## src/hdl/sbs_pkg.sv

```systemverilog
// Package for the subpixel bilinear shift block: widths, register codes,
// window struct, the phase clamp and the last-column helper. No dependencies.
package sbs_pkg;

  localparam int PHASES_X   = 8;
  localparam int PHASES_Y   = 8;
  localparam int MAX_WIDTH  = 64;

  localparam int PIX_W      = 8;
  localparam int SHIFT_W    = 3;
  localparam int CFG_DATA_W = 7;
  localparam int CFG_IDX_W  = 2;

  localparam int ADDR_W     = $clog2(MAX_WIDTH);
  localparam int PHASES_MAX = (PHASES_X > PHASES_Y) ? PHASES_X : PHASES_Y;
  localparam int PH_W       = $clog2(PHASES_MAX + 1);
  localparam int AREA       = PHASES_X * PHASES_Y;
  localparam int WT_W       = $clog2(AREA + 1);
  localparam int SUM_W      = PIX_W + WT_W;

  localparam logic [CFG_IDX_W-1:0] CFG_SHIFT_X     = 2'd0;
  localparam logic [CFG_IDX_W-1:0] CFG_SHIFT_Y     = 2'd1;
  localparam logic [CFG_IDX_W-1:0] CFG_IMAGE_WIDTH = 2'd2;

  // Four neighbors of the current raster position, already zeroed at the edges.
  typedef struct packed {
    logic [PIX_W-1:0] cur;
    logic [PIX_W-1:0] left;
    logic [PIX_W-1:0] above;
    logic [PIX_W-1:0] above_left;
  } window_t;

  function automatic logic [PH_W-1:0] clamp_phase(input logic [SHIFT_W-1:0] s,
                                                  input int phases);
    if (int'(s) >= phases) begin
      return PH_W'(phases - 1);
    end
    return PH_W'(s);
  endfunction

  // Last valid column index for a raw width register value.
  function automatic logic [ADDR_W-1:0] last_index(input logic [CFG_DATA_W-1:0] w);
    if (w == '0) begin
      return '0;
    end
    if (int'(w) > MAX_WIDTH) begin
      return ADDR_W'(MAX_WIDTH - 1);
    end
    return ADDR_W'(int'(w) - 1);
  endfunction

endpackage

```

## src/hdl/sbs_if.sv

```systemverilog
// Channel interfaces of the subpixel bilinear shift block.
// Depends on sbs_pkg for field widths.
interface sbs_pixel_in_if import sbs_pkg::*; ();
  logic             valid;
  logic             ready;
  logic [PIX_W-1:0] pixel_in;

  modport source (output valid, output pixel_in, input ready);
  modport sink   (input valid, input pixel_in, output ready);
endinterface

interface sbs_pixel_out_if import sbs_pkg::*; ();
  logic             valid;
  logic             ready;
  logic [PIX_W-1:0] pixel_out;
  logic             end_of_image;

  modport source (output valid, output pixel_out, output end_of_image, input ready);
  modport sink   (input valid, input pixel_out, input end_of_image, output ready);
endinterface

interface sbs_cfg_if import sbs_pkg::*; ();
  logic                  valid;
  logic                  ready;
  logic [CFG_IDX_W-1:0]  index;
  logic [CFG_DATA_W-1:0] data;

  modport source (output valid, output index, output data, input ready);
  modport sink   (input valid, input index, input data, output ready);
endinterface

```

## src/hdl/sbs_line_buffer.sv

```systemverilog
// Line buffer holding the previous image row, one word per column.
// Depends on sbs_pkg.
module sbs_line_buffer import sbs_pkg::*; (
  input  logic              clk,
  input  logic              wr_en,
  input  logic [ADDR_W-1:0] wr_addr,
  input  logic [PIX_W-1:0]  wr_data,
  input  logic [ADDR_W-1:0] rd_addr,
  output logic [PIX_W-1:0]  rd_data
);

  logic [PIX_W-1:0] mem [MAX_WIDTH];

  always_ff @(posedge clk) begin
    if (wr_en) begin
      mem[wr_addr] <= wr_data;
    end
  end

  // Forward the word being written when the read in the same cycle hits the same column.
  always_ff @(posedge clk) begin
    if (wr_en && (rd_addr == wr_addr)) begin
      rd_data <= wr_data;
    end else begin
      rd_data <= mem[rd_addr];
    end
  end

endmodule

```

## src/hdl/sbs_scan_ctrl.sv

```systemverilog
// Raster counters and neighbor window for the subpixel bilinear shift.
// Depends on sbs_pkg; drives the line buffer addresses.
module sbs_scan_ctrl import sbs_pkg::*; (
  input  logic              clk,
  input  logic              rst,
  input  logic              restart,
  input  logic              accept,
  input  logic [ADDR_W-1:0] last_col,
  input  logic [PIX_W-1:0]  pixel,
  input  logic [PIX_W-1:0]  above_raw,
  output logic [ADDR_W-1:0] wr_addr,
  output logic [ADDR_W-1:0] rd_addr,
  output window_t           win,
  output logic              eoi
);

  logic [ADDR_W-1:0] column_count;
  logic [ADDR_W-1:0] row_count;
  logic [ADDR_W-1:0] column_count_next;
  logic [ADDR_W-1:0] row_count_next;
  logic [PIX_W-1:0]  left_pixel;
  logic [PIX_W-1:0]  above_left_pixel;
  logic              col_last;
  logic              row_last;

  assign col_last = (column_count == last_col);
  assign row_last = (row_count == last_col);
  assign eoi      = col_last && row_last;

  always_comb begin
    if (col_last) begin
      column_count_next = '0;
      row_count_next    = row_last ? '0 : row_count + 1'b1;
    end else begin
      column_count_next = column_count + 1'b1;
      row_count_next    = row_count;
    end
  end

  // Prefetch the next column from the line buffer as soon as a word is taken.
  assign wr_addr = column_count;
  assign rd_addr = accept ? column_count_next : column_count;

  assign win.cur        = pixel;
  assign win.left       = (column_count != '0) ? left_pixel : '0;
  assign win.above      = (row_count != '0) ? above_raw : '0;
  assign win.above_left = ((row_count != '0) && (column_count != '0)) ?
                          above_left_pixel : '0;

  always_ff @(posedge clk) begin
    if (rst || restart) begin
      column_count     <= '0;
      row_count        <= '0;
      left_pixel       <= '0;
      above_left_pixel <= '0;
    end else if (accept) begin
      column_count     <= column_count_next;
      row_count        <= row_count_next;
      left_pixel       <= pixel;
      above_left_pixel <= above_raw;
    end
  end

endmodule

```

## src/hdl/sbs_mix.sv

```systemverilog
// Bilinear weight registers and the weighted sum of the neighbor window.
// Depends on sbs_pkg.
module sbs_mix import sbs_pkg::*; (
  input  logic               clk,
  input  logic [SHIFT_W-1:0] shift_x,
  input  logic [SHIFT_W-1:0] shift_y,
  input  window_t            win,
  output logic [PIX_W-1:0]   pixel
);

  logic [PH_W-1:0]  sx;
  logic [PH_W-1:0]  sy;
  logic [PH_W-1:0]  ix;
  logic [PH_W-1:0]  iy;
  logic [WT_W-1:0]  wt_cur;
  logic [WT_W-1:0]  wt_left;
  logic [WT_W-1:0]  wt_above;
  logic [WT_W-1:0]  wt_above_left;
  logic [SUM_W-1:0] sum;
  logic [SUM_W-1:0] quot;

  assign sx = clamp_phase(shift_x, PHASES_X);
  assign sy = clamp_phase(shift_y, PHASES_Y);
  assign ix = PH_W'(PHASES_X) - sx;
  assign iy = PH_W'(PHASES_Y) - sy;

  // Weights follow the phase registers; the user must change those only while idle, the block does not enforce it.
  always_ff @(posedge clk) begin
    wt_cur        <= WT_W'(iy) * WT_W'(ix);
    wt_left       <= WT_W'(iy) * WT_W'(sx);
    wt_above      <= WT_W'(sy) * WT_W'(ix);
    wt_above_left <= WT_W'(sy) * WT_W'(sx);
  end

  assign sum = SUM_W'(wt_cur) * SUM_W'(win.cur)
             + SUM_W'(wt_left) * SUM_W'(win.left)
             + SUM_W'(wt_above) * SUM_W'(win.above)
             + SUM_W'(wt_above_left) * SUM_W'(win.above_left);

  assign quot  = sum / SUM_W'(AREA);
  assign pixel = (quot > SUM_W'(255)) ? 8'hFF : quot[PIX_W-1:0];

endmodule

```

## src/hdl/subpixel_bilinear_shift.sv

```systemverilog
// Top level of the subpixel bilinear shift block.
// Depends on sbs_pkg, the channel interfaces, sbs_line_buffer, sbs_scan_ctrl, sbs_mix.
//
// Usage:
//   in_ch carries one 8-bit pixel per word in raster order over a square image;
//   out_ch returns one shifted pixel per input word, at the same raster
//   position, with end_of_image high on the last pixel of each image.
//   cfg writes shift_x (index 0), shift_y (index 1) and image_width (index 2);
//   it is always ready. Writing image_width restarts at the top-left corner.
//   Write configuration only while no pixel is in flight.
// Timing:
//   A word taken at an edge is loaded into the output register and shows on
//   out_ch after that edge. Throughput is one pixel per cycle while out_ch is ready,
//   set by the single line buffer port pair (one write, one prefetch read per pixel).
//   After reset and after any configuration write, in_ch.ready is held low
//   while the weight registers and the line buffer prefetch settle.
// Stall:
//   The output register holds its word while out_ch.ready is low; input is
//   still taken in the cycle the held word leaves.
// Reset: rst is synchronous, active high; it clears counters, neighbors,
//   registers (shift 0, width 1) and the output valid.
module subpixel_bilinear_shift import sbs_pkg::*; (
  input  logic clk,
  input  logic rst,
  sbs_pixel_in_if.sink    in_ch,
  sbs_pixel_out_if.source out_ch,
  sbs_cfg_if.sink         cfg
);

  logic [SHIFT_W-1:0]    shift_x;
  logic [SHIFT_W-1:0]    shift_y;
  logic [CFG_DATA_W-1:0] image_width;
  logic                  primed;
  logic                  out_valid;
  logic [PIX_W-1:0]      pixel_out;
  logic                  end_of_image;

  logic                  cfg_write;
  logic                  restart;
  logic                  accept;
  logic [ADDR_W-1:0]     last_col;
  logic [ADDR_W-1:0]     wr_addr;
  logic [ADDR_W-1:0]     rd_addr;
  logic [PIX_W-1:0]      above_raw;
  logic [PIX_W-1:0]      mix_pixel;
  logic                  eoi;
  window_t               win;

  // Configuration port.
  assign cfg.ready = 1'b1;
  assign cfg_write = cfg.valid && cfg.ready;
  assign restart   = cfg_write && (cfg.index == CFG_IMAGE_WIDTH);

  always_ff @(posedge clk) begin
    if (rst) begin
      shift_x     <= '0;
      shift_y     <= '0;
      image_width <= CFG_DATA_W'(1);
    end else if (cfg_write) begin
      case (cfg.index)
        CFG_SHIFT_X:     shift_x     <= cfg.data[SHIFT_W-1:0];
        CFG_SHIFT_Y:     shift_y     <= cfg.data[SHIFT_W-1:0];
        CFG_IMAGE_WIDTH: image_width <= cfg.data;
        default:         ;
      endcase
    end
  end

  // Hold off input after reset or a configuration write so the weights and
  // the prefetched line buffer word are current.
  always_ff @(posedge clk) begin
    if (rst || cfg_write) begin
      primed <= 1'b0;
    end else begin
      primed <= 1'b1;
    end
  end

  assign last_col    = last_index(image_width);
  assign in_ch.ready = primed && (!out_valid || out_ch.ready);
  assign accept      = in_ch.valid && in_ch.ready;

  sbs_scan_ctrl u_scan (
    .clk       (clk),
    .rst       (rst),
    .restart   (restart),
    .accept    (accept),
    .last_col  (last_col),
    .pixel     (in_ch.pixel_in),
    .above_raw (above_raw),
    .wr_addr   (wr_addr),
    .rd_addr   (rd_addr),
    .win       (win),
    .eoi       (eoi)
  );

  sbs_line_buffer u_line (
    .clk     (clk),
    .wr_en   (accept),
    .wr_addr (wr_addr),
    .wr_data (in_ch.pixel_in),
    .rd_addr (rd_addr),
    .rd_data (above_raw)
  );

  sbs_mix u_mix (
    .clk     (clk),
    .shift_x (shift_x),
    .shift_y (shift_y),
    .win     (win),
    .pixel   (mix_pixel)
  );

  // Output register: load on accept, drop valid once taken.
  always_ff @(posedge clk) begin
    if (rst) begin
      out_valid <= 1'b0;
    end else if (accept) begin
      out_valid <= 1'b1;
    end else if (out_ch.ready) begin
      out_valid <= 1'b0;
    end
  end

  always_ff @(posedge clk) begin
    if (accept) begin
      pixel_out    <= mix_pixel;
      end_of_image <= eoi;
    end
  end

  assign out_ch.valid        = out_valid;
  assign out_ch.pixel_out    = pixel_out;
  assign out_ch.end_of_image = end_of_image;

endmodule

```

## src/flat_wrapper.sv

```systemverilog
// flat-port wrapper written by rule: the top's interface ports become plain ports
module subpixel_bilinear_shift_flat import sbs_pkg::*;
  (clk, rst, in_ch_valid, in_ch_pixel_in, in_ch_ready, out_ch_valid, out_ch_pixel_out, out_ch_end_of_image, out_ch_ready, cfg_valid, cfg_index, cfg_data, cfg_ready);
  sbs_pixel_in_if in_ch_i ();
  sbs_pixel_out_if out_ch_i ();
  sbs_cfg_if cfg_i ();
  input  logic clk;
  input  logic rst;
  input wire logic [$bits(in_ch_i.valid)-1:0] in_ch_valid;
  input wire logic [$bits(in_ch_i.pixel_in)-1:0] in_ch_pixel_in;
  output wire logic [$bits(in_ch_i.ready)-1:0] in_ch_ready;
  output wire logic [$bits(out_ch_i.valid)-1:0] out_ch_valid;
  output wire logic [$bits(out_ch_i.pixel_out)-1:0] out_ch_pixel_out;
  output wire logic [$bits(out_ch_i.end_of_image)-1:0] out_ch_end_of_image;
  input wire logic [$bits(out_ch_i.ready)-1:0] out_ch_ready;
  input wire logic [$bits(cfg_i.valid)-1:0] cfg_valid;
  input wire logic [$bits(cfg_i.index)-1:0] cfg_index;
  input wire logic [$bits(cfg_i.data)-1:0] cfg_data;
  output wire logic [$bits(cfg_i.ready)-1:0] cfg_ready;
  assign in_ch_i.valid = in_ch_valid;
  assign in_ch_i.pixel_in = in_ch_pixel_in;
  assign in_ch_ready = in_ch_i.ready;
  assign out_ch_valid = out_ch_i.valid;
  assign out_ch_pixel_out = out_ch_i.pixel_out;
  assign out_ch_end_of_image = out_ch_i.end_of_image;
  assign out_ch_i.ready = out_ch_ready;
  assign cfg_i.valid = cfg_valid;
  assign cfg_i.index = cfg_index;
  assign cfg_i.data = cfg_data;
  assign cfg_ready = cfg_i.ready;
  subpixel_bilinear_shift u_core (.clk(clk), .rst(rst), .in_ch(in_ch_i), .out_ch(out_ch_i), .cfg(cfg_i));
endmodule
```

## config.mk

```make
export PLATFORM = sky130hd
export DESIGN_NAME = subpixel_bilinear_shift_flat
export DESIGN_NICKNAME = d
export VERILOG_FILES = /design/src/hdl/sbs_pkg.sv /design/src/hdl/sbs_if.sv /design/src/hdl/sbs_line_buffer.sv /design/src/hdl/sbs_scan_ctrl.sv /design/src/hdl/sbs_mix.sv /design/src/hdl/subpixel_bilinear_shift.sv /design/src/flat_wrapper.sv
export SDC_FILE = /design/constraint.sdc
export NUM_CORES = 1
export LEC_CHECK = 0
export BUFFER_PORTS_ARGS = -buffer_cell sky130_fd_sc_hd__buf_2
export CORE_ASPECT_RATIO = 1.75
export CORE_UTILIZATION = 60
export DETAILED_ROUTE_END_ITERATION = 6
export GPL_TIMING_DRIVEN = 0
export HOLD_SLACK_MARGIN = 0.08
export PLACE_DENSITY = 0.81
export SYNTH_ARGS = -nofsm -noshare
export SYNTH_HDL_FRONTEND = slang
export SYNTH_SLANG_ARGS = --single-unit
```

## constraint.sdc

```tcl
create_clock -name clk -period 26.1 [get_ports clk]
set_input_delay 2.61 -clock clk [delete_from_list [all_inputs] [get_ports clk]]
set_output_delay 2.61 -clock clk [all_outputs]
set_load 0.05 [all_outputs]
```

==> results.toml <==
[status]
outcome = "finished, final reports clean"

[drt]
totalWireLength_um = 76100
route.vias.total = 18160
antenna_left = 0
wl_per_cell_um = 26.26
dr.pass1.iters = 6
post_drt_via_cell_ratio = 6.267
drc = 0
drt_iter0_drc = 2017

[pwr]
ir_worst_vdd_mv = 0.07607
power.leakage_uw = 0.01276
powerDensity_nw_per_um2 = 59.43

[synthesis]
ys_top_cells_by_count = "edfxtp_1 (521), inv_1 (279), fa_1 (194), mux4_2 (160)"
yosys.area.top_type = "edfxtp_1"
synth_top_area_share = 0.4997
synthDistinctLibCells = 67
syn_area_um2 = 31310
yosysWarnings = 0
synth_seq_cells = 594
syn_nets = 2432
synth_edf_count = 521
ys_seq_area_frac = 0.5464
synth.avg_cell_area_um2 = 14.90
syn_inst = 2101
yosysMostFrequentCell = "edfxtp_1"
synth_ff_type = "edfxtp_1"
synth.top_cells.by_area = "edfxtp_1 (50%), fa_1 (12%), mux4_2 (12%), dfxtp_1 (4.7%), ha_1 (4.6%)"
ys_async_sr_fraction = 0

[grt]
grtUsageTotal = 0.2971
overflow = 0
grt_max_degree = 73
grt_pass1_vias = 19690
grt_first_pass_wirelength_um = 115500
antenna_found_initial = 0

[clock_tree]
clk_latency_ps = 590
numCtsBuffers = 51
cts_tree = "done"
ctsResizeCount = 0
cts_buffer_depth = 3
htree_levels = 2
hold_buffers = 0
cts_sinks = 594
postCtsSetupBuffers = 0
clockRootBuffer = "clkbuf_16"
path_clk_slew_ps = 70

[placed_design]
io_buffers = 31
place_congestion = 0.9522
place_hpwl_um = 53460
postPlaceCellArea_um2 = 32300

[sta]
fin_tns_setup_ps = 0
timing_hold_violations_final = 0
maxSlewViolCount = 0
timing.final.crit_period_ps = 10080
max_slew_margin = 0.05412
finalSetupViolCount = 0
grt_setup_unrepaired = "no"
worstMarginPinSlew_ps = 1419
finClkSkew_ps = 22.49
post-route-period-util = 0.3860
fmax_mhz = 99.26

[min_path]
holdPathEnd = "u_core.out_ch.valid$_SDFFE_PP0P_"
hold-path-cell-count = 2
hp-start = "u_core.out_ch.valid$_SDFFE_PP0P_"
holdCritPathClass = "flop to flop"

[setup_path]
critPathRequiredTime_ps = 26400
path_max_fanout = 10
rr_endpoint = "u_core.out_ch.pixel_out[4]$_SDFFCE_PN1P_"
r2r_cells = 26
worstPathArrival_ps = 10380
r2r_slack_ps = 16020
end_kind = "flop"
startpoint_type = "flop"
setup.worst_path.class = "flop to flop"

[die]
die_w_um = 174.7
core-area_um2 = 51470
die_h_um = 304.2
start_util = 0.6082
pin_count = 34
dieArea_um2 = 53130
rows = 110

[flow_run]
maxCapViolCount = 0

[final_layout]
drive_gt1_frac = 0.1375
layout.nets = 2516
syn_to_final_growth_pct = 8.625
final_cell_area_um2 = 34010
## flip-flops by register name, indices dropped and copies added, names as in the netlist, named ones only
signal,flops
u_core.u_mix.wt_above,6
u_core.out_ch.end_of_image,1
u_core.u_line.mem,512
u_core.u_scan.left_pixel,8
u_core.primed,1
u_core.u_mix.wt_cur,6
u_core.u_scan.above_left_pixel,8
u_core.shift_x,3
u_core.u_mix.wt_above_left,6
u_core.out_ch.pixel_out,8
u_core.u_scan.wr_addr,6
u_core.out_ch.valid,1
u_core.u_mix.wt_left,6
u_core.u_scan.row_count,6
u_core.shift_y,3
u_core.image_width,7
## how the worst max path moves through the flow
stage               slack (ps)  cells after the start                                  endpoint
global placement         16200                     26  u_core.out_ch.pixel_out[7]$_SDFFCE_PN1P_
global route             15510                     26  u_core.out_ch.pixel_out[4]$_SDFFCE_PN1P_
CTS                      15960                     26  u_core.out_ch.pixel_out[4]$_SDFFCE_PN1P_
finish                   16020                     26  u_core.out_ch.pixel_out[4]$_SDFFCE_PN1P_
detailed placement       16080                     26  u_core.out_ch.pixel_out[0]$_SDFFCE_PN1P_
floorplan                17860                     26  u_core.out_ch.pixel_out[0]$_SDFFCE_PN1P_
## report_power, final
part           switching, uW  internal (uW)
logic                    120           76.8
clock network            346            429
registers               9.65           1040
## metal layers
layer,vias up,global-route usage,routed length (um)
met5,-,0,0
met4,0,0.2350,6729
met3,334,0.04098,4539
met1,9211,0.3117,23550
li1,7673,-,-
met2,945,0.5292,41280
## critical path, stage by stage (launching register included)
cell and delay, ps:
dfxtp_1 360, clkbuf_1 480, buf_1 1010, mux4_2 640
mux4_2 510, mux2_2 300, o21ai_0 350, nor2_1 220
and2_1 230, fa_1 540, inv_1 50, fa_1 470
inv_1 50, fa_1 480, fa_1 620, fa_1 470
fa_1 520, fa_1 420, ha_1 300, nand4_1 120
o221a_2 290, o221ai_1 290, a211oi_1 150, nor2b_1 160
nor2_1 70, xnor2_1 460, o21ai_0 210
## final cells by class
type                       count  area, um2
timing repair buffer          31      170.2
clock inverter                31      347.8
clock buffer                  62       1339
sequential                   594      17110
antenna                        1      2.502
multi-input combinational   1143      12810
fill                        3493      17470
inverter                     280       1051
tap                          672      840.8
buffer                        84      341.6
## cell usage in the layout (no fill, tap or decap), types with 8 or more instances in the layout
master     synthesis  routed
inv_1            279     279
and2_1           101     101
ha_1             115     115
clkbuf_16          0      52
o21ai_0           36      36
clkbuf_1          58      68
mux2i_1           12      12
edfxtp_1         521     521
buf_2              6      31
xnor2_1           20      20
nand2_1          107     107
mux4_2           160     160
and3_1            70      70
buf_1             17      17
nand3_1           56      56
mux2_2             8       8
nand4_1            8       8
nor3_1            11      11
dfxtp_1           73      73
xor2_1            11      11
a21o_1             8       8
fa_1             194     194
nor2_1           115     115
a21oi_1           23      23
nand2b_1          13      13
## per-stage QoR
| step | hold slack [ps] | util | instances | setup WS, ps | power, uW |
|---|---|---|---|---|---|
| after floorplan | 448.8 | - | 2101 | 17860 | 1198 |
| after global placement | 474.5 | 0.6275 | 2804 | 16200 | 1258 |
| after detailed placement | 480.2 | 0.6275 | 2804 | 16080 | 1266 |
| after CTS | 492.7 | 0.6603 | 2897 | 15960 | 2027 |
| after global routing | 538.6 | 0.6606 | 2897 | 15510 | 2081 |
| final | 489.8 | 0.6606 | 2898 | 16020 | 2021 |
## kinds of logic (layout without fill, tap and decap cells)
group,after synthesis,count (layout),share of synthesized area
AOI/OAI and AO/OA,103,103,0.02234
xor gates and xnor gates,32,32,0.009432
adders and majority gates,309,309,0.1700
buffers and inverters,364,488,0.04448
DFF,594,594,0.5464
muxes,180,180,0.1218
other,1,2,0.0001198
and+or+nand+nor,518,518,0.08537
Power figures use the tool's default switching activity.
